==> src/pdfe_pkg.sv <==
// Shared types, constants and helper functions for the dune feature extractor.
// Used by pdfe_alu and profile_dune_feature_extractor; depends on nothing else.
package pdfe_pkg;

  localparam int COORD_W    = 32;
  localparam int MUL_W      = 66;
  localparam int OPB_W      = 36;
  localparam int Q_W        = 49;
  localparam int ROOT_W     = 33;
  localparam int REM_W      = 38;
  localparam int CNT_W      = 6;
  localparam int DIV_STEPS  = 49;
  localparam int SQRT_STEPS = 33;

  typedef enum logic [1:0] {OP_MUL, OP_DIV, OP_SQRT} op_t;

  typedef struct packed {
    logic start;
    op_t  op;
  } alu_req_t;

  typedef enum logic [1:0] {ST_IDLE, ST_LAUNCH, ST_WAIT, ST_EMIT} state_t;

  typedef enum logic [4:0] {
    SP_LX2, SP_LY2, SP_LAM, SP_AX2, SP_AY2, SP_DIST, SP_SLOPE, SP_TREND,
    SP_SLA, SP_SLB, SP_DX2, SP_DY2, SP_DMAG, SP_CD, SP_LHS, SP_P1, SP_P2
  } step_t;

  typedef enum logic [2:0] {
    KIND_MIN, KIND_MAX, KIND_SEG, KIND_SHORT, KIND_LONG
  } kind_t;

  typedef enum logic [2:0] {
    REG_MIN_RISE, REG_MIN_TREND, REG_DIR_X, REG_DIR_Y, REG_COS_TOL
  } reg_idx_t;

  function automatic logic [32:0] mag33(input logic signed [32:0] v);
    return v[32] ? 33'(-v) : 33'(v);
  endfunction

  function automatic logic [31:0] mag32(input logic signed [31:0] v);
    return v[31] ? 32'(-v) : 32'(v);
  endfunction

  function automatic logic [15:0] mag16(input logic signed [15:0] v);
    return v[15] ? 16'(-v) : 16'(v);
  endfunction

  function automatic logic signed [50:0] sx51(input logic signed [32:0] v);
    return {{18{v[32]}}, v};
  endfunction

  function automatic logic signed [31:0] q16_fix(input logic [Q_W-1:0] q, input logic neg);
    logic [31:0] qs;
    logic        big;
    qs  = {1'b0, q[30:0]};
    big = |q[Q_W-1:31];
    if (neg) return big ? 32'sh80000000 : $signed(32'(32'd0 - qs));
    return big ? 32'sh7FFFFFFF : $signed(qs);
  endfunction

  function automatic logic signed [31:0] q16_zero(input logic signed [32:0] n);
    if (n > 33'sd0) return 32'sh7FFFFFFF;
    if (n < 33'sd0) return 32'sh80000000;
    return 32'sd0;
  endfunction

  function automatic logic signed [31:0] sat32w(input logic signed [50:0] v);
    if (v > 51'sh7FFFFFFF) return 32'sh7FFFFFFF;
    if (v < -51'sh80000000) return 32'sh80000000;
    return v[31:0];
  endfunction

  function automatic logic [31:0] clamp_ext(input logic signed [34:0] v);
    if (v[34]) return 32'd0;
    if (|v[33:32]) return 32'hFFFFFFFF;
    return v[31:0];
  endfunction

endpackage

==> src/pdfe_alu.sv <==
// Shared bit-serial unit: shift-add multiply, restoring divide, digit square root.
// Depends on pdfe_pkg; used by profile_dune_feature_extractor.
module pdfe_alu import pdfe_pkg::*; (
  input  logic             clk,
  input  logic             rst_n,
  input  alu_req_t         req,
  input  logic [MUL_W-1:0] opa,
  input  logic [OPB_W-1:0] opb,
  output logic             busy,
  output logic [MUL_W-1:0] result
);

  logic             busy_r, busy_nxt;
  op_t              op_r, op_nxt;
  logic [MUL_W-1:0] x_r, x_nxt;
  logic [OPB_W-1:0] y_r, y_nxt;
  logic [MUL_W-1:0] acc_r, acc_nxt;
  logic [REM_W-1:0] rem_r, rem_nxt;
  logic [Q_W-1:0]   q_r, q_nxt;
  logic [CNT_W-1:0] cnt_r, cnt_nxt;
  logic [REM_W-1:0] r2, dv;
  logic             ge;

  always_comb begin
    busy_nxt = busy_r;
    op_nxt   = op_r;
    x_nxt    = x_r;
    y_nxt    = y_r;
    acc_nxt  = acc_r;
    rem_nxt  = rem_r;
    q_nxt    = q_r;
    cnt_nxt  = cnt_r;
    r2       = '0;
    dv       = '0;
    ge       = 1'b0;
    if (req.start) begin
      busy_nxt = 1'b1;
      op_nxt   = req.op;
      x_nxt    = opa;
      y_nxt    = opb;
      acc_nxt  = '0;
      rem_nxt  = '0;
      q_nxt    = '0;
      cnt_nxt  = (req.op == OP_DIV) ? CNT_W'(DIV_STEPS) : CNT_W'(SQRT_STEPS);
    end else if (busy_r) begin
      case (op_r)
        OP_MUL: begin
          if (y_r == '0) begin
            busy_nxt = 1'b0;
          end else begin
            if (y_r[0]) acc_nxt = acc_r + x_r;
            x_nxt = x_r << 1;
            y_nxt = y_r >> 1;
          end
        end
        OP_DIV: begin
          r2      = {rem_r[REM_W-2:0], x_r[Q_W-1]};
          dv      = REM_W'(y_r);
          ge      = (r2 >= dv);
          rem_nxt = ge ? (r2 - dv) : r2;
          q_nxt   = {q_r[Q_W-2:0], ge};
          x_nxt   = x_r << 1;
          cnt_nxt = cnt_r - 1'b1;
          if (cnt_r == CNT_W'(1)) busy_nxt = 1'b0;
        end
        OP_SQRT: begin
          r2      = {rem_r[REM_W-3:0], x_r[MUL_W-1:MUL_W-2]};
          dv      = {3'b000, q_r[ROOT_W-1:0], 2'b01};
          ge      = (r2 >= dv);
          rem_nxt = ge ? (r2 - dv) : r2;
          q_nxt   = {q_r[Q_W-2:0], ge};
          x_nxt   = x_r << 2;
          cnt_nxt = cnt_r - 1'b1;
          if (cnt_r == CNT_W'(1)) busy_nxt = 1'b0;
        end
        default: busy_nxt = 1'b0;
      endcase
    end
  end

  always_ff @(posedge clk) begin
    if (!rst_n) begin
      busy_r <= 1'b0;
    end else begin
      busy_r <= busy_nxt;
    end
  end

  always_ff @(posedge clk) begin
    op_r  <= op_nxt;
    x_r   <= x_nxt;
    y_r   <= y_nxt;
    acc_r <= acc_nxt;
    rem_r <= rem_nxt;
    q_r   <= q_nxt;
    cnt_r <= cnt_nxt;
  end

  assign busy   = busy_r;
  assign result = (op_r == OP_MUL) ? acc_r : MUL_W'(q_r);

endmodule

==> config.mk <==
export PLATFORM = sky130hd
export DESIGN_NAME = pdfe_alu
export DESIGN_NICKNAME = d
export VERILOG_FILES = /design/src/pdfe_pkg.sv /design/src/pdfe_alu.sv
export SDC_FILE = /design/constraint.sdc
export NUM_CORES = 1
export LEC_CHECK = 0
export BUFFER_PORTS_ARGS = -buffer_cell sky130_fd_sc_hd__buf_2
export CORE_MARGIN = 2
export CORE_UTILIZATION = 40
export DETAILED_ROUTE_END_ITERATION = 6
export PLACE_DENSITY = 0.56
export SLEW_MARGIN = 40
export SYNTH_ARGS = -nofsm -noshare
export SYNTH_HDL_FRONTEND = slang
export SYNTH_SLANG_ARGS = --single-unit
==> constraint.sdc <==
create_clock -name clk -period 4.5 [get_ports clk]
set_clock_uncertainty 0.1 [all_clocks]
set_input_delay 0.45 -clock clk [delete_from_list [all_inputs] [get_ports clk]]
set_output_delay 0.45 -clock clk [all_outputs]
set_load 0.02 [all_outputs]
==> Word level (Yosys, flattened, before mapping) <==
Cells that the tools add are included.
{ "totals": {"ff_bits": 263, "output_inout_bits": 67, "inputBits": 107, "word_cells": 56} }
{ "op_classes": {"n_addsub": 4, "n_mux": 22, "bitwise_logic": 1, "n_eq_ne": 6, "n_reduce_logical": 13, "magnitude_cmp": 2} }
{ "op_table": {"columns": ["cell", "n"], "rows": [
  ["$mux 66", 4],
  ["$pmux 66 s3", 1],
  ["$mux 36", 4],
  ["$pmux 49 s2", 1],
  ["$mux 37", 2],
  ["$pmux 37 s2", 1],
  ["$add 66x66->66", 1],
  ["$ge 38x35->1", 1],
  ["$ge 38x36->1", 1],
  ["$sub 37x35->37", 1],
  ["$sub 37x36->37", 1],
  ["$logic_not 36->1", 1],
  ["$mux 6", 3],
  ["$reduce_bool 2->1", 4],
  ["$eq 6x1->1 const B", 1],
  ["$reduce_and 3->1", 2],
  ["$sub 6x1->6 const B", 1],
  ["$mux 5", 1],
  ["$eq 2x1->1 const B", 2],
  ["$mux 1", 4],
  ["$reduce_and 2->1", 2],
  ["$reduce_and 4->1", 1],
  ["$reduce_bool 4->1", 1],
  ["$ne 3x3->1 const B", 1],
  ["other kinds (6)", 6]
]} }

==> Logic depth before layout (Yosys ltp) <==
Gate-level depths: netlist of the first run.
{ "logic_depth": {"word_depth": 5, "mapped_depth": 16, "mapped_depth_nobuf": 15} }

==> Least setup slack after synthesis of the first run <==
OpenSTA, ideal clock, no wires.
{ "synth_path": {"path_kind": "flip-flop to flip-flop", "startpoint": "register x_r[48]", "endpoint": "register rem_r[27]", "t_arrival_ns": 3.062, "slack_ns": 1.221, "required_time_ns": 4.283, "setup_ns": 0.117, "stages_incl_launch_ff": 16, "path_buffers": 1, "period_less_slack_ns": 3.279, "path_cell_list": "edfxtp_1 -> inv_1 -> ha_1 -> inv_1 -> fa_1 -> a21o_1 -> a21oi_1 -> o21ai_1 -> a21oi_1 -> o21ai_1 -> a21oi_2 -> clkbuf_1 -> nor2_1 -> a211oi_1 -> a21oi_1 -> a22o_1"} }
{ "synth_between": {"elab_chain_cells": 3, "elab_cells_between_ends": 4, "classes_between": "add/sub: 1; order compare: 1; mux: 2"} }
{ "synth_rtl": {"columns": ["element", "line", "text"], "rows": [
  ["start, declared", "pdfe_alu.sv:15", "logic [MUL_W-1:0] x_r, x_nxt;"],
  ["start signal, assigned", "pdfe_alu.sv:91", "x_r <= x_nxt;"],
  ["$sub 37x36->37 / $ge 38x36->1 (equally long branches)", "pdfe_alu.sv:60, pdfe_alu.sv:59", null],
  ["$mux 37 (*)", "pdfe_alu.sv:60", "rem_nxt = ge ? (r2 - dv) : r2;"],
  ["$pmux 37 s2 (*)", "pdfe_alu.sv:46", "case (op_r)"],
  ["end signal, assigned", "pdfe_alu.sv:94", "rem_r <= rem_nxt;"],
  ["end, declared", "pdfe_alu.sv:18", "logic [REM_W-1:0] rem_r, rem_nxt;"]
]} }
Every way passes the cells marked *; elsewhere a longest branch is shown, timed or not.
A chain may end at the register's enable or synchronous reset.

==> Final worst setup path of the first run <==
{ "layout_path": {"startpoint": "register x_r[48]", "endpoint": "register rem_r[14]"} }
Same word-level chain as after synthesis.

==> impl_metrics.json, run 1 <==
{
  "status": "finished clean",
  "gp_congestion": 0.929,
  "wl_per_cell_um": 19.4,
  "dr.pass1.iters": 6,
  "period_share": 0.861,
  "io-pin-count": 174,
  "leakagePower_nw": 9.49,
  "synth_seq_area_share": 0.317,
  "synth_top_cell_by_area": "edfxtp_1",
  "ant_nets": 0,
  "setup_ws_ns": 0.625,
  "tns_ns": 0,
  "path_buf_inv": 3,
  "clock_latency_ns": 0.59,
  "worstPathRequired_ns": 4.86,
  "pre_cts_ws_ns": 0.675,
  "cp-end-kind": "flip-flop",
  "grt_pass1_wl_um": 101000,
  "fin_cells": 3295,
  "synth_area_mm2": 0.0201,
  "async_reset_ff_frac": 0,
  "cts.hold.buffers_added": 3,
  "syn_nets": 2769,
  "viasPerCell": 5.63,
  "dr_total_vias": 18600,
  "grt_max_degree": 192,
  "dieArea_mm2": 0.0520,
  "synth.most_common_cell": "nand2_1",
  "crit_top_cell": "a21oi_1",
  "slowest_delay_ns": 0.48,
  "rsz0062_at_grt": "false",
  "drc": 0,
  "synth_commonest_cells": "nand2_1, a21oi_1, o21ai_0, dfxtp_1, ha_1",
  "finalNetCount": 2849,
  "ctsHtreeMaxLevel": 1,
  "synth_ff_type": "dfxtp_1",
  "grt_pass1_vias": 18200,
  "crit_chain": "inv_1, ha_1, inv_1, fa_1, a21o_1, a21oi_1, o21ai_1, a21oi_1, o21ai_1, a21oi_4, buf_4, nor3_1, a211oi_1, a211oi_1, a21oi_1, nor2_1",
  "cp_slowest_cell": "edfxtp_1",
  "fill_cells": 5130,
  "synthTopCellsByArea": "edfxtp_1, dfxtp_1, ha_1",
  "peakVddDrop_uv": 302,
  "die_w_um": 228,
  "area_delta_synth_final_pct": 11.4,
  "drt_iter0_drc": 1294,
  "cts_tree": "built",
  "path_max_fanout": 37,
  "coreArea_mm2": 0.0499,
  "relSlewSlack": 0.466,
  "dp.cells": 3235,
  "ys_warn_count": 0,
  "synthDominantCellAreaShare": 0.164,
  "gr-usage-all-layers": 0.239,
  "drive_above_1_share": 0.118,
  "critical_path_arrival_ns": 4.24,
  "antenna_cells": 0,
  "hold_violations": 0,
  "setup_viol": 0,
  "clk_pin_slew_worst_paths_ns": 0.06,
  "worstSetupPathType": "flip-flop to flip-flop",
  "antenna_found_initial": 0,
  "power.total_mw": 8.16,
  "powerDensity_mw_per_mm2": 365,
  "cts.repair.resized": 0,
  "io_buffers": 173,
  "synth_edf_count": 110,
  "place.detailed.hpwl_um": 48300,
  "max_cap_violations": 0,
  "avgSynthCellArea_um2": 7.98,
  "start_util": 0.403,
  "cp-start-kind": "flip-flop",
  "core.rowCount": 82,
  "period_needed_ns": 3.88,
  "cts_post_setup_buffers_inserted": 0,
  "crit_family": "compound AO/OA/AOI/OAI gates",
  "die_y_um": 228,
  "maxSlewViolCount": 0,
  "clockRootBuffer": "clkbuf_16",
  "cts_buffer_depth": 3,
  "ys_ff_latch": 263,
  "wl_um": 64000,
  "ys_types": 95,
  "fmax_mhz": 258,
  "synth_cells": 2519,
  "worstMarginPinSlew_ns": 0.801,
  "overflow": 0,
  "fin_util": 0.449,
  "cts_buffers": 31,
  "worstHoldPathType": "primary input to flip-flop",
  "clock-sinks": 263
}
path summary, 6_finish.rpt:
path              depth (start not counted)                 from                     end  slack [ns]
setup / recovery                         16    x_r[48]$_DFFE_PP_  rem_r[14]$_SDFFE_PP0P_        0.62
hold reg to reg                           2  q_r[4]$_SDFFE_PP0P_     q_r[5]$_SDFFE_PP0P_        0.37
setup reg to reg                         16    x_r[48]$_DFFE_PP_  rem_r[14]$_SDFFE_PP0P_        0.62
hold / removal                            3              opa[32]       x_r[32]$_DFFE_PP_        0.04
final cells by class:
class / count / area (µm²) / area share
multi-input cells: 1990 / 12700 / 0.567
flip-flops and latches: 263 / 6370 / 0.284
repair buffers: 193 / 1070 / 0.0476
clock buffers: 46 / 915 / 0.0409
well taps: 672 / 841 / 0.0376
inverters: 120 / 450 / 0.0201
clock inverters: 11 / 60.1 / 0.00268
layout by cell type, fill, tap and decap left out, types with 29 or more instances in the layout:
cell type,netlist,routed
a211oi_1,43,43
a21o_1,67,67
a21oi_1,267,267
and2_1,30,29
buf_2,3,172
clkbuf_16,0,33
dfxtp_1,153,153
edfxtp_1,110,110
ha_1,141,139
inv_1,119,119
mux2i_1,90,90
nand2_1,437,436
nand3_1,40,39
nand4_1,36,36
nor2_1,134,131
o21ai_0,219,219
o21bai_1,33,32
xnor2_1,81,81
xor2_1,44,44
power by group:
part	internal, mW	switching (mW)
Combinational	1.13	1.75
Sequential	2.68	0.172
Clock	1.40	1.04
per-layer routing:
metal  wire length (µm)  GRT usage  vias to the layer above  share of wire
met1              29200      0.317                     8848           0.46
met4               1660     0.0674                        0          0.026
met3               2530     0.0230                       82          0.040
li1                   -          -                     9198              -
met2              30500      0.412                      431           0.48
met5                  0          0                        -              0
registers in the layout, indices dropped and copies added, names as in the netlist:
register,count
cnt_r,6
busy,1
x_r,66
rem_r,37
y_r,36
q_r,49
op_r,2
acc_r,66
tightest hold or removal path: stages:
cell	delay (ns)
buf_2	0.07
nand2_1	0.04
o21ai_0	0.05
through the flow:
step,hold WS (ns),instance area (µm²)
after CTS,0.00543,22400
after floorplan,0.333,20100
after global placement,0.342,21300
after detailed placement,0.352,21400
final,0.0379,22400
after global routing,0.0358,22400
cell families (layout without fill, tap and decap cells):
group	after synthesis	count (layout)	share of synthesized area
AND/OR/NAND/NOR	811	811	0.181
AO/OA/AOI/OAI	805	805	0.249
buffers and inverters	266	370	0.0554
flip-flops	263	263	0.317
adder cells (fa/ha/maj)	143	143	0.0898
XOR/XNOR	125	125	0.0545
multiplexers	106	106	0.0538
(Power assumes the default switching activity.)
==> run 2: changes to the inputs <==
--- a/config.mk
+++ b/config.mk
@@ -10,6 +10,7 @@
 export CORE_UTILIZATION = 40
 export DETAILED_ROUTE_END_ITERATION = 6
 export PLACE_DENSITY = 0.56
+export REMOVE_ABC_BUFFERS = 1
 export SLEW_MARGIN = 40
 export SYNTH_ARGS = -nofsm -noshare
 export SYNTH_HDL_FRONTEND = slang
==> run 2 against run 1 <==
Against the previous run:
- global-route usage shrank 1.0 points
- routed wire length shrank 4.2%
- worst setup slack gained 0.032 ns
- die area is the same
- sequential power is essentially flat
- combinational power is essentially flat
- design area grew 1.3%
- clock power grew 16%
- largest cell class unchanged
==> impl_metrics.json, run 2 (same netlist as run 1, synthesis figures left out) <==
{
  "status": "finished clean",
  "worstRegToRegCells": 13,
  "finalNetCount": 2863,
  "cts_post_setup_buffers_inserted": 0,
  "wl_um": 61300,
  "crit_family": "compound AO/OA/AOI/OAI gates",
  "cts_tree": "built",
  "drt_iter0_drc": 1304,
  "cp-start-kind": "flip-flop",
  "hold_start": "opa[33]",
  "start_util": 0.403,
  "cts_buffer_depth": 3,
  "multi_input_area_mm2": 0.0127,
  "die_y_um": 228,
  "dr.pass1.iters": 6,
  "worstPathRequired_ns": 4.83,
  "maxSlewViolCount": 0,
  "fin_util": 0.455,
  "crit_chain": "ha_1, a21oi_1, nand2_1, a21oi_1, a21oi_1, o41ai_1, buf_4, nor3b_2, nor3_1, a31o_2, a311oi_1, xnor2_1, a22o_1",
  "timing.rr.end": "acc_r[63]$_SDFFE_PP0P_",
  "period_share": 0.854,
  "slowest_delay_ns": 0.61,
  "ctsHtreeMaxLevel": 2,
  "powerDensity_mw_per_mm2": 376,
  "dieArea_mm2": 0.0520,
  "relSlewSlack": 0.497,
  "clockRootBuffer": "clkbuf_16",
  "antenna_found_initial": 0,
  "grt_max_degree": 134,
  "crit_start": "x_r[7]$_DFFE_PP_",
  "drc": 0,
  "tns_ns": 0,
  "placed_cell_area_mm2": 0.0215,
  "worstSetupPathType": "flip-flop to flip-flop",
  "clock-sinks": 263,
  "regToRegSetupSlack_ns": 0.66,
  "worstMarginPinSlew_ns": 0.754,
  "ant_nets": 0,
  "seq_area_mm2": 0.00637,
  "hold-path-endpoint": "x_r[33]$_DFFE_PP_",
  "gp_congestion": 0.932,
  "max_cap_violations": 0,
  "stdcell_area_mm2": 0.0227,
  "grt_pass1_wl_um": 96600,
  "die_w_um": 228,
  "critical_path_arrival_ns": 4.17,
  "cp-end-kind": "flip-flop",
  "fill_cells": 5128,
  "crit_top_cell": "a21oi_1",
  "fmax_mhz": 260,
  "hold_depth": 3,
  "grt_pass1_vias": 17800,
  "cts_buffers": 35,
  "clock_latency_ns": 0.55,
  "area_delta_synth_final_pct": 12.8,
  "coreArea_mm2": 0.0499,
  "core.rowCount": 82,
  "rsz0062_at_grt": "false",
  "viasPerCell": 5.58,
  "io-pin-count": 174,
  "period_needed_ns": 3.84,
  "leakagePower_nw": 9.63,
  "io_buffers": 173,
  "cp_slowest_cell": "o41ai_1",
  "path_buf_inv": 1,
  "worstHoldPathType": "primary input to flip-flop",
  "clk_pin_slew_worst_paths_ns": 0.06,
  "wl_per_cell_um": 18.5,
  "antenna_cells": 0,
  "peakVddDrop_uv": 264,
  "reg.largest.list": "acc_r x66, x_r x66, q_r x49",
  "layout_commonest_cell": "nand2_1",
  "r2r_start": "x_r[7]$_DFFE_PP_",
  "path_max_fanout": 7,
  "place.detailed.hpwl_um": 45600,
  "dr_total_vias": 18500,
  "setup_viol": 0,
  "gr-usage-all-layers": 0.229,
  "drive_above_1_share": 0.123,
  "final_cell_mix": "nand2_1, a21oi_1, o21ai_0",
  "overflow": 0,
  "hold_violations": 0
}
-- run 2: area by class of cell --
cell class | count | share of cell area
multi-input combinational | 1990 | 0.559
tap | 672 | 0.0371
inverter | 120 | 0.0199
clock buffer | 53 | 0.0466
sequential | 263 | 0.281
clock inverter | 10 | 0.00447
timing repair buffer | 203 | 0.0522
-- run 2: routing by layer --
| metal | part of all wire | global-route usage | up-vias | wire length (µm) |
|---|---|---|---|---|
| li1 | - | - | 9256 | - |
| met1 | 0.48 | 0.321 | 8659 | 29600 |
| met2 | 0.44 | 0.360 | 458 | 26800 |
| met3 | 0.046 | 0.0308 | 95 | 2830 |
| met4 | 0.034 | 0.0786 | 0 | 2060 |
| met5 | 0 | 0 | - | 0 |
-- run 2: worst max-delay path by stage --
| stage | end | cells past startpoint |
|---|---|---|
| 3_3_place_gp | acc_r[63]$_SDFFE_PP0P_ | 13 |
| 5_1_grt | acc_r[63]$_SDFFE_PP0P_ | 13 |
| 6_report | acc_r[63]$_SDFFE_PP0P_ | 13 |
| 4_1_cts | acc_r[63]$_SDFFE_PP0P_ | 13 |
| 2_1_floorplan | rem_r[30]$_SDFFE_PP0P_ | 7 |
| 3_5_place_dp | acc_r[63]$_SDFFE_PP0P_ | 13 |
-- run 2: repair_timing --
action                                 in CTS  in global routing
hold buffers                                3                  0
endpoints found under the hold margin       3                  0
resized for setup                           0                  0
-- run 2: through the flow --
step	total power [mW]	setup slack [ns]	hold slack (ns)	std cells
2_1_floorplan	4.90	-1.68	0.327	2373
3_3_place_gp	5.69	0.734	0.341	3242
3_5_place_dp	5.71	0.709	0.348	3245
4_1_cts	8.59	0.679	0.0494	3311
5_1_grt	9.01	0.437	0.0679	3311
6_report	8.53	0.657	0.0793	3311
-- run 2: power breakdown --
group,internal (mW),total [mW],switching (mW)
Clock,1.73,2.83,1.10
Sequential,2.68,2.84,0.166
Combinational,1.16,2.86,1.70
Total,5.57,8.53,2.96
-- run 2: worst min-delay path, stage by stage --
cell	delay, ns
buf_2	0.07
nand2_1	0.04
o21ai_0	0.05
==> run 3: changes to the inputs <==
--- a/config.mk
+++ b/config.mk
@@ -7,9 +7,9 @@
 export LEC_CHECK = 0
 export BUFFER_PORTS_ARGS = -buffer_cell sky130_fd_sc_hd__buf_2
 export CORE_MARGIN = 2
-export CORE_UTILIZATION = 40
+export CORE_UTILIZATION = 30
 export DETAILED_ROUTE_END_ITERATION = 6
-export PLACE_DENSITY = 0.56
+export PLACE_DENSITY = 0.45
 export REMOVE_ABC_BUFFERS = 1
 export SLEW_MARGIN = 40
 export SYNTH_ARGS = -nofsm -noshare
==> run 3 against run 2 <==
Against the previous run:
- routed wire length up 6.4%
- die area grew 33%
- maximum frequency shrank 0.48%
- clock power is 3% lower
- worst setup slack got worse by 0.019 ns
- core utilization down 11 points
- critical endpoint is now rem_r[5]$_SDFFE_PP0P_
- highest routed layer unchanged
==> impl_metrics.json, run 3 (same netlist as run 1, synthesis figures left out) <==
{
  "status": "finished clean",
  "maxSlewViolCount": 0,
  "period_share": 0.858,
  "power.switching_mw": 3.03,
  "wl_per_cell_um": 18.6,
  "drive_above_1_share": 0.123,
  "pwr-share-clk": 0.325,
  "worstSetupPathType": "flip-flop to flip-flop",
  "hold_violations": 0,
  "gp_congestion": 0.891,
  "final_cell_mix": "nand2_1, a21oi_1, o21ai_0",
  "peakVddDrop_uv": 212,
  "cts_buffer_depth": 3,
  "period_needed_ns": 3.86,
  "wl_um": 65200,
  "coreArea_mm2": 0.0660,
  "grt_pass1_wl_um": 102000,
  "pwr-share-comb": 0.339,
  "dr.pass1.iters": 5,
  "grt_pass1_vias": 18100,
  "max_cap_violations": 0,
  "antenna_found_initial": 0,
  "cp-end-kind": "flip-flop",
  "viasPerCell": 5.23,
  "setup_viol": 0,
  "regToRegSetupSlack_ns": 0.64,
  "clockRootBuffer": "clkbuf_16",
  "io_buffers": 173,
  "power_frac_seq": 0.337,
  "leakagePower_nw": 9.63,
  "worstRegToRegCells": 15,
  "powerDensity_mw_per_mm2": 370,
  "cp-start-kind": "flip-flop",
  "power.total_mw": 8.47,
  "stdcell_area_mm2": 0.0229,
  "ant_nets": 0,
  "gr-usage-all-layers": 0.183,
  "overflow": 0,
  "clock_latency_ns": 0.56,
  "internal-power_mw": 5.44,
  "tns_ns": 0,
  "die_w_um": 263,
  "worstMarginPinSlew_ns": 0.797,
  "fin_util": 0.347,
  "drt_iter0_drc": 1165,
  "timing.rr.end": "rem_r[5]$_SDFFE_PP0P_",
  "fmax_mhz": 259,
  "grt_max_degree": 130,
  "die_y_um": 263,
  "clock-sinks": 263,
  "holdWs_ns": 0.0659,
  "clk_pin_slew_worst_paths_ns": 0.06,
  "cts_post_setup_buffers_inserted": 0,
  "drc": 0,
  "worstPathRequired_ns": 4.82,
  "ctsHtreeMaxLevel": 2,
  "critical_path_arrival_ns": 4.18,
  "crit_end": "rem_r[5]$_SDFFE_PP0P_",
  "crit_start": "y_r[0]$_DFFE_PP_",
  "placed_cell_area_mm2": 0.0217,
  "fill_cells": 7032,
  "dr_total_vias": 18300,
  "rsz0062_at_grt": "false",
  "worstHoldPathType": "primary input to flip-flop",
  "place.detailed.hpwl_um": 48600,
  "r2r_start": "y_r[0]$_DFFE_PP_",
  "cts_buffers": 36,
  "swShare": 0.358,
  "relSlewSlack": 0.467,
  "layout_commonest_cell": "nand2_1",
  "core.rowCount": 94,
  "area_delta_synth_final_pct": 13.9,
  "reg.largest.list": "acc_r x66, x_r x66, q_r x49",
  "dieArea_mm2": 0.0691,
  "cts_tree": "built",
  "start_util": 0.305,
  "io-pin-count": 174,
  "finalNetCount": 2868,
  "antenna_cells": 0,
  "path_max_fanout": 21
}
-- run 3: changes by cell type in the layout (fill, tap and decap cells not counted), moves of 2 or more --
cell,delta
buf_4,+5
clkbuf_1,+3
clkbuf_8,-3
clkinv_1,+3
buf_12,-2
bufinv_16,-2
inv_6,+2
-- run 3: worst max-delay path: stages (launching register included) --
cell and delay (ns):
edfxtp_1 0.43, ha_1 0.21, inv_1 0.06, fa_1 0.39, a21o_1 0.17, a21oi_1 0.21, o21ai_1 0.16, a21oi_1 0.35
o21ai_1 0.22, a21oi_4 0.58, buf_4 0.25, nor2_1 0.05, a211oi_1 0.24, a211oi_1 0.08, a21oi_1 0.15, nor2_1 0.06
-- run 3: repair_timing --
action,CTS,global route
gates resized for setup,0,0
endpoints found under the hold margin,3,0
setup endpoints to repair,0,0
hold buffers,3,0
-- run 3: worst min-delay path by stage --
stage	startpoint	endpoint	slack (ns)	cells after the start
finish	opa[6]	x_r[6]$_DFFE_PP_	0.07	3
global route	opa[6]	x_r[6]$_DFFE_PP_	0.05	3
CTS	opa[6]	x_r[6]$_DFFE_PP_	0.03	3
detailed placement	q_r[48]$_SDFFE_PP0P_	q_r[48]$_SDFFE_PP0P_	0.35	2
global placement	q_r[48]$_SDFFE_PP0P_	q_r[48]$_SDFFE_PP0P_	0.34	2
floorplan	rem_r[36]$_SDFFE_PP0P_	rem_r[36]$_SDFFE_PP0P_	0.33	2
-- run 3: layer usage --
metal	track usage	vias up	share of wire
met5	0	-	0
met4	0.0466	0	0.021
met3	0.0214	62	0.035
met1	0.253	8665	0.49
li1	-	9247	-
met2	0.301	368	0.45
-- run 3: layout make-up --
cell class / instances / area (µm²) / share of cell area
Multi-Input combinational cell: 1990 / 12700 / 0.554
Sequential cell: 263 / 6370 / 0.278
Timing Repair Buffer: 207 / 1190 / 0.0521
Tap cell: 864 / 1080 / 0.0472
Clock buffer: 54 / 1050 / 0.0459
Inverter: 120 / 450 / 0.0197
Clock inverter: 12 / 61.3 / 0.00268
-- run 3: power groups by stage --
| stage | clock network, mW | registers, mW | logic, mW |
|---|---|---|---|
| final | 2.75 | 2.85 | 2.87 |
| after global routing | 2.92 | 2.87 | 3.18 |
| after detailed placement | 0 | 2.90 | 2.84 |
| after CTS | 2.84 | 2.85 | 2.87 |
| after global placement | 0 | 2.90 | 2.84 |
| after floorplan | 0 | 2.82 | 2.08 |
-- run 3: through the flow --
step / setup slack [ns] / cells
finish: 0.639 / 3510
global route: 0.310 / 3510
CTS: 0.626 / 3508
detailed placement: 0.664 / 3439
global placement: 0.746 / 3439
floorplan: -1.68 / 2373
